`config.mk`:
```
export PLATFORM = sky130hd
export DESIGN_NAME = fixed_block_free_list_allocator_core
export DESIGN_NICKNAME = d
export VERILOG_FILES = /design/src/sv/fbfl_pkg.sv /design/src/sv/fixed_block_free_list_allocator_core.sv /design/src/sv/fbfl_link_ram.sv
export SDC_FILE = /design/constraint.sdc
export NUM_CORES = 1
export LEC_CHECK = 0
export ABC_AREA = 0
export BUFFER_PORTS_ARGS = -buffer_cell sky130_fd_sc_hd__buf_2
export CORE_AREA = 2 2 210 212
export DETAILED_ROUTE_END_ITERATION = 6
export DIE_AREA = 0 0 212 214
export PLACE_DENSITY = 0.73
export REMOVE_ABC_BUFFERS = 1
export SYNTH_ARGS = -nofsm -noshare
export SYNTH_HDL_FRONTEND = slang
export SYNTH_SLANG_ARGS = --single-unit
```
`constraint.sdc`:
```
create_clock -name clk -period 11.1 [get_ports clk]
set_input_delay 0.555 -clock clk [delete_from_list [all_inputs] [get_ports clk]]
set_output_delay 0.555 -clock clk [all_outputs]
set_load 0.02 [all_outputs]
```
`src/sv/fbfl_pkg.sv`:
```
// Shared types and constants for the fixed-size block free-list allocator.
package fbfl_pkg;

    localparam int CAP_W = 7;
    localparam int IDX_FIELD_W = 6;
    localparam int COUNT_W = 7;

    localparam logic [CAP_W-1:0] CAP_FIELD_MAX = 7'd64;
    localparam logic [COUNT_W-1:0] COUNT_MAX = 7'd127;

    localparam logic OP_ALLOC = 1'b0;
    localparam logic OP_FREE = 1'b1;

    typedef enum logic [1:0] {
        STATUS_OK = 2'd0,
        STATUS_EMPTY = 2'd1,
        STATUS_BAD_FREE = 2'd2,
        STATUS_NULL_FREE = 2'd3
    } status_t;

endpackage

```
`src/sv/fixed_block_free_list_allocator_core.sv`:
```
// Latency: a command taken on start passes through the input register and then the result register before done.
// Throughput: one command per cycle while busy is low, alloc and free in any mix; done cannot be stalled.
// The head of the free list and the next two links are held in registers, so at most one
// link table read (on an alloc) and one write (on a successful alloc or free) happen per cycle.
// After reset, and after every capacity write, busy stays high while the link table is rebuilt
// entry by entry; a pending capacity write holds busy and waits for an empty pipe.
module fixed_block_free_list_allocator_core
    import fbfl_pkg::*;
#(
    parameter int POOL_DEPTH = 64
) (
    input  logic                   clk,
    input  logic                   rst_n,
    input  logic                   start,
    output logic                   busy,
    input  logic                   opcode,
    input  logic                   block_present,
    input  logic [IDX_FIELD_W-1:0] free_index,
    output logic                   done,
    output logic [1:0]             status,
    output logic [IDX_FIELD_W-1:0] alloc_index,
    output logic [COUNT_W-1:0]     in_use,
    input  logic                   cfg_valid,
    output logic                   cfg_ready,
    input  logic [CAP_W-1:0]       cfg_data
);

    localparam int IDX_W = (POOL_DEPTH > 1) ? $clog2(POOL_DEPTH) : 1;
    localparam int LINK_W = IDX_W + 1;
    localparam int VB = IDX_W;
    localparam int CAP_MAX = (POOL_DEPTH < 64) ? POOL_DEPTH : 64;
    localparam logic [CAP_W-1:0] CAP_MAX_C = CAP_W'(CAP_MAX);
    localparam logic [IDX_W-1:0] LAST_ENTRY = IDX_W'(POOL_DEPTH - 1);

    // Input register.
    logic                   op_valid_reg, op_valid_next;
    logic                   opcode_reg, opcode_next;
    logic                   present_reg, present_next;
    logic [IDX_FIELD_W-1:0] index_reg, index_next;

    // Free list state.
    logic [CAP_W-1:0]   cap_reg, cap_next;
    logic [IDX_W-1:0]   head_reg, head_next;
    logic               hv_reg, hv_next;
    logic [LINK_W-1:0]  n1_reg, n1_next;
    logic [LINK_W-1:0]  n2_reg, n2_next;
    logic               byp_reg, byp_next;
    logic [COUNT_W-1:0] used_reg, used_next;
    logic               sweep_reg, sweep_next;
    logic [IDX_W-1:0]   cnt_reg, cnt_next;

    // Result register.
    logic                   done_reg, done_next;
    status_t                status_reg, status_next;
    logic [IDX_FIELD_W-1:0] alloc_index_reg, alloc_index_next;
    logic [COUNT_W-1:0]     in_use_reg, in_use_next;

    logic              ram_we;
    logic [IDX_W-1:0]  ram_wr_addr;
    logic [LINK_W-1:0] ram_wr_data;
    logic              ram_rd_en;
    logic [IDX_W-1:0]  ram_rd_addr;
    logic [LINK_W-1:0] ram_rd_data;

    logic              accept;
    logic              cfg_we;
    logic [CAP_W-1:0]  cap_wr;
    logic [LINK_W-1:0] n2_cur;
    logic [IDX_W-1:0]  idx_in;
    logic [LINK_W-1:0] head_link;

    fbfl_link_ram #(
        .DEPTH  (POOL_DEPTH),
        .ADDR_W (IDX_W),
        .DATA_W (LINK_W)
    ) u_link_ram (
        .clk     (clk),
        .wr_en   (ram_we),
        .wr_addr (ram_wr_addr),
        .wr_data (ram_wr_data),
        .rd_en   (ram_rd_en),
        .rd_addr (ram_rd_addr),
        .rd_data (ram_rd_data)
    );

    // A pending capacity write keeps new commands out so the two never meet.
    assign busy = sweep_reg || cfg_valid;
    assign cfg_ready = !op_valid_reg;
    assign accept = start && !busy;
    assign cfg_we = cfg_valid && cfg_ready;
    assign cap_wr = (cfg_data > CAP_MAX_C) ? CAP_MAX_C : cfg_data;

    // The link after n1 comes from the read issued by the last alloc, unless a free
    // or a rebuild has since supplied it directly.
    assign n2_cur = byp_reg ? n2_reg : ram_rd_data;
    assign idx_in = IDX_W'(index_reg);
    assign head_link = {hv_reg, head_reg};

    assign done = done_reg;
    assign status = status_reg;
    assign alloc_index = alloc_index_reg;
    assign in_use = in_use_reg;

    always_comb
    begin
        op_valid_next = accept;
        opcode_next = accept ? opcode : opcode_reg;
        present_next = accept ? block_present : present_reg;
        index_next = accept ? free_index : index_reg;

        cap_next = cap_reg;
        head_next = head_reg;
        hv_next = hv_reg;
        n1_next = n1_reg;
        n2_next = n2_reg;
        byp_next = byp_reg;
        used_next = used_reg;
        sweep_next = sweep_reg;
        cnt_next = cnt_reg;

        status_next = STATUS_OK;
        alloc_index_next = '0;

        ram_we = 1'b0;
        ram_wr_addr = idx_in;
        ram_wr_data = head_link;
        ram_rd_en = 1'b0;
        ram_rd_addr = n2_cur[IDX_W-1:0];

        if (sweep_reg)
        begin
            ram_we = 1'b1;
            ram_wr_addr = cnt_reg;
            ram_wr_data = {(cnt_reg != '0) && (32'(cnt_reg) < 32'(cap_reg)),
                           cnt_reg - IDX_W'(1)};
            cnt_next = cnt_reg + IDX_W'(1);
            if (cnt_reg == LAST_ENTRY)
            begin
                sweep_next = 1'b0;
            end
        end
        else if (op_valid_reg)
        begin
            case (opcode_reg)
                OP_ALLOC:
                begin
                    if (!hv_reg)
                    begin
                        status_next = STATUS_EMPTY;
                    end
                    else
                    begin
                        alloc_index_next = IDX_FIELD_W'(head_reg);
                        head_next = n1_reg[IDX_W-1:0];
                        hv_next = n1_reg[VB];
                        // The popped entry is cleared, so any cached link that still
                        // names it now ends the list.
                        ram_we = 1'b1;
                        ram_wr_addr = head_reg;
                        ram_wr_data = '0;
                        n1_next = (n1_reg[IDX_W-1:0] == head_reg) ? '0 : n2_cur;
                        if (n2_cur[IDX_W-1:0] == head_reg)
                        begin
                            n2_next = '0;
                            byp_next = 1'b1;
                        end
                        else
                        begin
                            ram_rd_en = 1'b1;
                            byp_next = 1'b0;
                        end
                        if (used_reg != COUNT_MAX)
                        begin
                            used_next = used_reg + COUNT_W'(1);
                        end
                    end
                end
                OP_FREE:
                begin
                    if (!present_reg)
                    begin
                        status_next = STATUS_NULL_FREE;
                    end
                    else if ({1'b0, index_reg} >= cap_reg || used_reg == '0)
                    begin
                        status_next = STATUS_BAD_FREE;
                    end
                    else
                    begin
                        ram_we = 1'b1;
                        head_next = idx_in;
                        hv_next = 1'b1;
                        n1_next = head_link;
                        // Freeing the head again makes it link to itself.
                        n2_next = (idx_in == head_reg) ? head_link : n1_reg;
                        byp_next = 1'b1;
                        used_next = used_reg - COUNT_W'(1);
                    end
                end
                default:
                begin
                    status_next = STATUS_OK;
                end
            endcase
        end

        if (cfg_we)
        begin
            cap_next = cap_wr;
            head_next = IDX_W'(cap_wr - CAP_W'(1));
            hv_next = (cap_wr != '0);
            n1_next = {(cap_wr > CAP_W'(1)), IDX_W'(cap_wr - CAP_W'(2))};
            n2_next = {(cap_wr > CAP_W'(2)), IDX_W'(cap_wr - CAP_W'(3))};
            byp_next = 1'b1;
            used_next = '0;
            sweep_next = 1'b1;
            cnt_next = '0;
        end

        done_next = op_valid_reg;
        in_use_next = used_next;
    end

    always_ff @(posedge clk or negedge rst_n)
    begin
        if (!rst_n)
        begin
            op_valid_reg <= 1'b0;
            cap_reg <= CAP_MAX_C;
            head_reg <= IDX_W'(CAP_MAX - 1);
            hv_reg <= 1'b1;
            n1_reg <= {1'(CAP_MAX > 1), IDX_W'(CAP_MAX - 2)};
            n2_reg <= {1'(CAP_MAX > 2), IDX_W'(CAP_MAX - 3)};
            byp_reg <= 1'b1;
            used_reg <= '0;
            sweep_reg <= 1'b1;
            cnt_reg <= '0;
            done_reg <= 1'b0;
            status_reg <= STATUS_OK;
            alloc_index_reg <= '0;
            in_use_reg <= '0;
        end
        else
        begin
            op_valid_reg <= op_valid_next;
            cap_reg <= cap_next;
            head_reg <= head_next;
            hv_reg <= hv_next;
            n1_reg <= n1_next;
            n2_reg <= n2_next;
            byp_reg <= byp_next;
            used_reg <= used_next;
            sweep_reg <= sweep_next;
            cnt_reg <= cnt_next;
            done_reg <= done_next;
            status_reg <= status_next;
            alloc_index_reg <= alloc_index_next;
            in_use_reg <= in_use_next;
        end
    end

    always_ff @(posedge clk)
    begin
        opcode_reg <= opcode_next;
        present_reg <= present_next;
        index_reg <= index_next;
    end

    // A result beat only follows a command held in the input register.
    a_done_follows_cmd: assert property (@(posedge clk) disable iff (!rst_n)
        done_reg |-> $past(op_valid_reg))
        else $error("result beat without a command");

    // Rejected or ignored commands leave the in-use count alone.
    a_fail_keeps_count: assert property (@(posedge clk) disable iff (!rst_n)
        (done_reg && status_reg != STATUS_OK) |-> (used_reg == $past(used_reg)))
        else $error("in-use count changed on a failed command");

    // A nonzero block index is only reported with an ok status.
    a_index_only_on_ok: assert property (@(posedge clk) disable iff (!rst_n)
        (alloc_index_reg != '0) |-> (status_reg == STATUS_OK))
        else $error("block index reported with an error status");

    // A rebuild only starts on a capacity write.
    a_rebuild_on_write: assert property (@(posedge clk) disable iff (!rst_n)
        $rose(sweep_reg) |-> $past(cfg_valid && cfg_ready))
        else $error("rebuild started without a capacity write");

endmodule

```
`src/sv/fbfl_link_ram.sv`:
```
// Link table storage: one write port and one read port with registered read data.
module fbfl_link_ram #(
    parameter int DEPTH = 64,
    parameter int ADDR_W = 6,
    parameter int DATA_W = 7
) (
    input  logic              clk,
    input  logic              wr_en,
    input  logic [ADDR_W-1:0] wr_addr,
    input  logic [DATA_W-1:0] wr_data,
    input  logic              rd_en,
    input  logic [ADDR_W-1:0] rd_addr,
    output logic [DATA_W-1:0] rd_data
);

    logic [DATA_W-1:0] mem [DEPTH];

    always_ff @(posedge clk)
    begin
        if (wr_en)
        begin
            mem[wr_addr] <= wr_data;
        end
    end

    always_ff @(posedge clk)
    begin
        if (rd_en)
        begin
            rd_data <= mem[rd_addr];
        end
    end

endmodule

```
# After elaboration in Yosys (flattened, before gate mapping)
# Memories as Yosys holds them, arrays and structs flattened. A register that Yosys moved wholly into a read port is not among the register bits.
# Index checks and enable logic that the tools add are counted.
[totals]
register_bits = 61
memories = 1
out_inout_bits = 18
ram_bits = 448
elab_cells = 140
[mem_list]
columns = ["memory", "depth", "width", "rd", "rd_clocked_by_memory_dff", "write_ports", "line", "text"]
rows = [
  ["u_link_ram.mem", 64, 7, 1, 1, 1, "fbfl_link_ram.sv:16", "logic [DATA_W-1:0] mem [DEPTH];"],
]
[classes]
n_addsub = 7
n_reduce_logical = 16
n_lt_le_gt_ge = 5
n_eq_ne = 11
mux = 83
n_bitwise = 1
[ops]
columns = ["op", "n"]
rows = [
  ["two-way mux 7 bit", 27],
  ["two-way mux 6 bit", 17],
  ["one-hot mux 7 bit (2 select lines)", 3],
  ["two-way mux 1 bit", 27],
  ["== test 6 bit", 3],
  ["!= test 3 bit (second input constant)", 4],
  ["one-hot mux 6 bit (2 select lines)", 1],
  ["AND reduction 6 bit", 2],
  ["subtractor 6 x 1 -> 6 bit (second input constant)", 2],
  ["subtractor 6 x 2 -> 6 bit (second input constant)", 2],
  ["two-way mux 2 bit", 4],
  ["adder 7 x 1 -> 7 bit (second input constant)", 1],
  ["greater-or-equal comparator 6 x 7 -> 1 bit", 1],
  ["> comparator 7 x 1 -> 1 bit (second input constant)", 1],
  ["> comparator 7 x 2 -> 1 bit (second input constant)", 1],
  ["> comparator 7 bit (second input constant)", 1],
  ["logical NOT 7 bit", 1],
  ["less-than comparator 6 x 7 -> 1 bit", 1],
  ["!= test 7 bit (second input constant)", 1],
  ["nonzero test 7 bit", 1],
  ["subtractor 7 x 1 -> 7 bit (second input constant)", 1],
  ["adder 6 x 1 -> 6 bit (second input constant)", 1],
  ["== test 6 bit (second input constant)", 1],
  ["one-hot mux 1 bit (2 select lines)", 3],
  ["11 further kinds", 16],
]

# Longest topological paths before layout
[logic_depth]
word_depth = 9
mapped_depth = 11

# Cells and area by module
# Synthesis repeated with hierarchy kept, for this count alone.
[hier_totals]
hier_cells = 1279
area_unflattened_um2 = 22042.4
[modules_own_cells]
columns = ["mod", "seq_area_each_um2", "cells_each", "instances", "area_per_inst_um2"]
rows = [
  ["fbfl_link_ram", 13663.1, 827, 1, 17705.7],
  ["fixed_block_free_list_allocator_core", 1594.0, 452, 1, 4336.7],
]

# Worst setup path after synthesis
# OpenSTA, ideal clock, no wires.
[synth_timing]
kind = "register to register"
startpoint = "reg sweep_reg"
endpoint = "mem u_link_ram.mem[0][6], data pin"
path_slack_ns = 5.198
period_less_slack_ns = 5.902
setup_ns = 1.009
arrival_time_ns = 4.894
stages_incl_launch_ff = 4
path_cell_list = "dfstp_2 > buf_2 > clkbuf_1 > o311ai_0"
[synth_via]
elab_chain_cells = 1
[synth_rtl]
columns = ["element", "line", "text"]
rows = [
  ["from (decl)", "fixed_block_free_list_allocator_core.sv:49", "logic sweep_reg, sweep_next;"],
  ["from (signal assigned)", "fixed_block_free_list_allocator_core.sv:253", "sweep_reg <= sweep_next;"],
  ["two-way mux 7 bit", "fixed_block_free_list_allocator_core.sv:130", "if (sweep_reg)"],
  ["named net ram_wr_data[6]", "fixed_block_free_list_allocator_core.sv:60", "logic [LINK_W-1:0] ram_wr_data;"],
  ["to (decl)", "fbfl_link_ram.sv:16", ""],
]
# The timed path passes the listed nets, and every way through them passes these cells.

# Final worst setup path
[layout_timing]
startpoint = "reg hv_reg"
endpoint = "mem u_link_ram.mem[24][0] (enable)"
[layout_via]
elab_chain_cells = 6
word_cells_on_any_way = 10
classes_between = "mux (10)"
[layout_rtl]
columns = ["element", "line", "text"]
rows = [
  ["from (decl)", "fixed_block_free_list_allocator_core.sv:44", "logic hv_reg, hv_next;"],
  ["from (signal assigned)", "fixed_block_free_list_allocator_core.sv:248", "hv_reg <= hv_next;"],
  ["two-way mux 1 bit", "fixed_block_free_list_allocator_core.sv:147", "if (!hv_reg)"],
  ["one-hot mux 1 bit (2 select lines)", "fixed_block_free_list_allocator_core.sv:144", "case (opcode_reg)"],
  ["two-way mux 1 bit", "fixed_block_free_list_allocator_core.sv:142", "else if (op_valid_reg)"],
  ["two-way mux 1 bit", "fixed_block_free_list_allocator_core.sv:130", ""],
  ["two-way mux 1 bit", "fbfl_link_ram.sv:20", "if (wr_en)"],
  ["two-way mux 1 bit (implied by the code)", "fbfl_link_ram.sv:22", "mem[wr_addr] <= wr_data;"],
]
# Several ways; a longest one is shown, not always the timed one.

==> metrics.yaml <==
status:
  status: "finished, final reports clean"
clock_tree:
  h-tree-depth: 2
  cts_tree: "done"
  clock_sinks: 516
  cts_setup_buffers: 0
  postCtsHoldBufs: 0
  cts_made_buffers: 53
  clockBufferDepth: 3
  root_buffer: "clkbuf_16"
  cts_resized: 0
  clk_latency_ns: 0.61
  path_clk_slew_ns: 0.06
floorplanning:
  fp.dieH_um: 214
  dieWidth_um: 212
  die-area_um2: 45400
  io_pins: 37
  start_util: 0.595
  coreArea_um2: 42900
  rows: 76
grt:
  gr-usage-met3: 0.0541
  grt_busiest_layer: "met2"
  antenna_found_initial: 1
  grt_pass1_vias: 19000
  gr-total-overflow: 0
  track_usage: 0.317
  grt_use_met2: 0.489
  use_met1: 0.439
  grt_pass1_wl_mm: 110
  grt_max_degree: 126
yosys:
  ys_types: 59
  yosysSeqAreaShare: 0.598
  ys_top_cells_by_area: "edfxtp_1 54%, nand2b_1 8.5%, a22oi_1 5.7%"
  synth_top_area_share: 0.545
  async_flop_share: 0.103
  synth_edf_count: 463
  yosys_warnings: 0
  avgSynthCellArea_um2: 11.3
  netlist_area_um2: 25500
  synth_cells: 2250
  ys.flop_type: "edfxtp_1"
  ys_ff_latch: 516
  yosys.area.top_type: "edfxtp_1"
timing:
  tightestPinTransition_ns: 1.41
  layout_setup_ws_ns: 6.88
  skew_ns: 0.0231
  min_period_ns: 4.22
  max_freq_ghz: 0.237
  rsz0062_at_grt: "false"
  hold_violations: 0
  setup_tns_ns: 0
  slew_violations: 0
  slew_headroom: 0.0563
  finalCritPeriodShare: 0.380
  finalSetupViolations: 0
placed_design:
  gp_congestion: 0.886
  pre_cts_slack_ns: 6.82
  port_buffers: 36
  hpwl_mm: 42.5
critical_path:
  slowest_delay_ns: 1.06
  critPathArrivalTime_ns: 4.44
  startpoint_type: "flip-flop"
  cp_top_family: "simple AND/OR/NAND/NOR gates"
  crit_type: "flip-flop to flip-flop"
  worstPathCellList: "nand2_1 -> nor3_2 -> a22o_1 -> a21oi_2 -> buf_4 -> or3_1 -> nor4_1"
  cp_max_fo: 25
  critPathRequiredTime_ns: 11.32
  crit_slowest_cell: "nor4_1"
  endpoint_kind: "flip-flop"
  path_buf_inv: 1
finish:
  multi_input_area_um2: 9460
  largest_reg_flops: 448
  fillerInstances: 3190
  area_growth_pct: 10.2
  finalNetCount: 2293
  drive_above_1_share: 0.106
  seq_area_um2: 15300
  regMostFlops: "u_link_ram.mem"
  antenna_cells: 0
power:
  vdd_ir_drop_max_mv: 0.206
  power_density_nw_per_um2: 166
  p_leak_uw: 0.00982
  power_uw: 4670
min_path:
  hold_class: "input pin to asynchronous set/reset pin"
detailed_routing:
  wl_per_cell_um: 24.8
  via_per_inst: 6.66
  routed_wl_mm: 71.3
  antenna_left: 0
  drtIter0Drc: 2517
  drc: 0
  dr_total_vias: 19100
  first_pass_iters: 7
flow_run:
  maxCapViolCount: 0
area by class of cell:
class,count,share of cell area
sequential,516,0.542
tap,585,0.0260
inverter,83,0.0111
timing repair buffer,111,0.0267
multi-input combinational,1482,0.336
clock inverter,27,0.00645
clock buffer,70,0.0512
where the power goes:
group          total, µW  internal, µW  leakage, µW  switching, µW
clock network       1690           954     0.000795            738
registers           2290          2230      0.00480           57.8
logic                688           218      0.00422            470
worst reg2reg max path: cells and delay by family (launching register included):
| kind | cells | cell delay (ns) |
|---|---|---|
| and+or+nand+nor | 4 | 2.60 |
| AOI/OAI and AO/OA | 2 | 0.35 |
| DFF | 1 | 0.60 |
| buffers and inverters | 1 | 0.29 |
cells by family after synthesis:
logic type,share of synthesized area
AND/OR/NAND/NOR,0.154
multiplexers,0.0124
buffers and inverters,0.0380
XOR/XNOR,0.0117
adder cells (fa/ha/maj),0.0135
flip-flops,0.598
AO/OA/AOI/OAI,0.173
layout by cell type, fill, tap and decap left out, types with 6 or more instances in the layout:
cell type	count
clkbuf_16	54
a211oi_1	7
nand3_1	11
a221oi_1	22
a21oi_1	99
edfxtp_1	463
a21o_1	14
nor2_1	42
clkbuf_1	13
nor2b_1	15
ha_1	26
or3_1	9
nand4_1	16
nor3_1	42
mux2i_1	18
a22oi_1	192
mux2_2	11
nor4_1	76
dfstp_2	21
buf_2	38
clkinv_2	9
nand2_1	110
clkinv_1	14
inv_1	83
o21ai_0	193
o31ai_1	20
xor2_1	16
buf_4	72
and2_1	7
xnor2_1	18
o22ai_1	93
dfrtp_1	31
a22o_1	6
nand2b_1	347
worst paths after layout:
path,startpoint,endpoint,slack (ns),cells past startpoint
hold reg to reg,cap_reg[1]$_DFFE_PN0P_,cap_reg[1]$_DFFE_PN0P_,0.49,1
min in group clk,block_present,present_reg$_DFFE_PP_,0.14,1
setup reg to reg,hv_reg$_DFFE_PN1P_,u_link_ram.mem[24][0]$_DFFE_PP_,6.88,7
hold / removal,rst_n,in_use[3]$_DFFE_PN0P_,0.1,2
max in group asynchronous,rst_n,alloc_index[3]$_DFF_PN0_,10.54,2
setup / recovery,hv_reg$_DFFE_PN1P_,u_link_ram.mem[24][0]$_DFFE_PP_,6.88,7
routing by layer:
metal	share of wire	routed length, µm
met1	0.39	27700
met2	0.47	33400
met3	0.098	7010
met4	0.045	3240
met5	0.00021	15
Yosys cell counts (20+ instances only):
library cell  number
a22oi_1          193
edfxtp_1         463
nor2_1            43
clkbuf_1         136
nor4_1            81
o31ai_1           20
o22ai_1           93
dfrtp_1           31
nand2b_1         347
o21ai_0          198
nand2_1          110
dfstp_2           22
a21oi_1          102
ha_1              26
nor3_1            42
inv_1             83
a221oi_1          22
per-stage QoR:
stage	util	cells	instance area [µm²]	hold WS (ns)
floorplan	-	2081	24900	0.259
global placement	0.617	2774	26400	0.467
detailed placement	0.617	2776	26500	0.473
CTS	0.655	2873	28100	0.0947
global route	0.656	2874	28100	0.132
finish	0.656	2874	28100	0.0954
(Power assumes the default switching activity.)
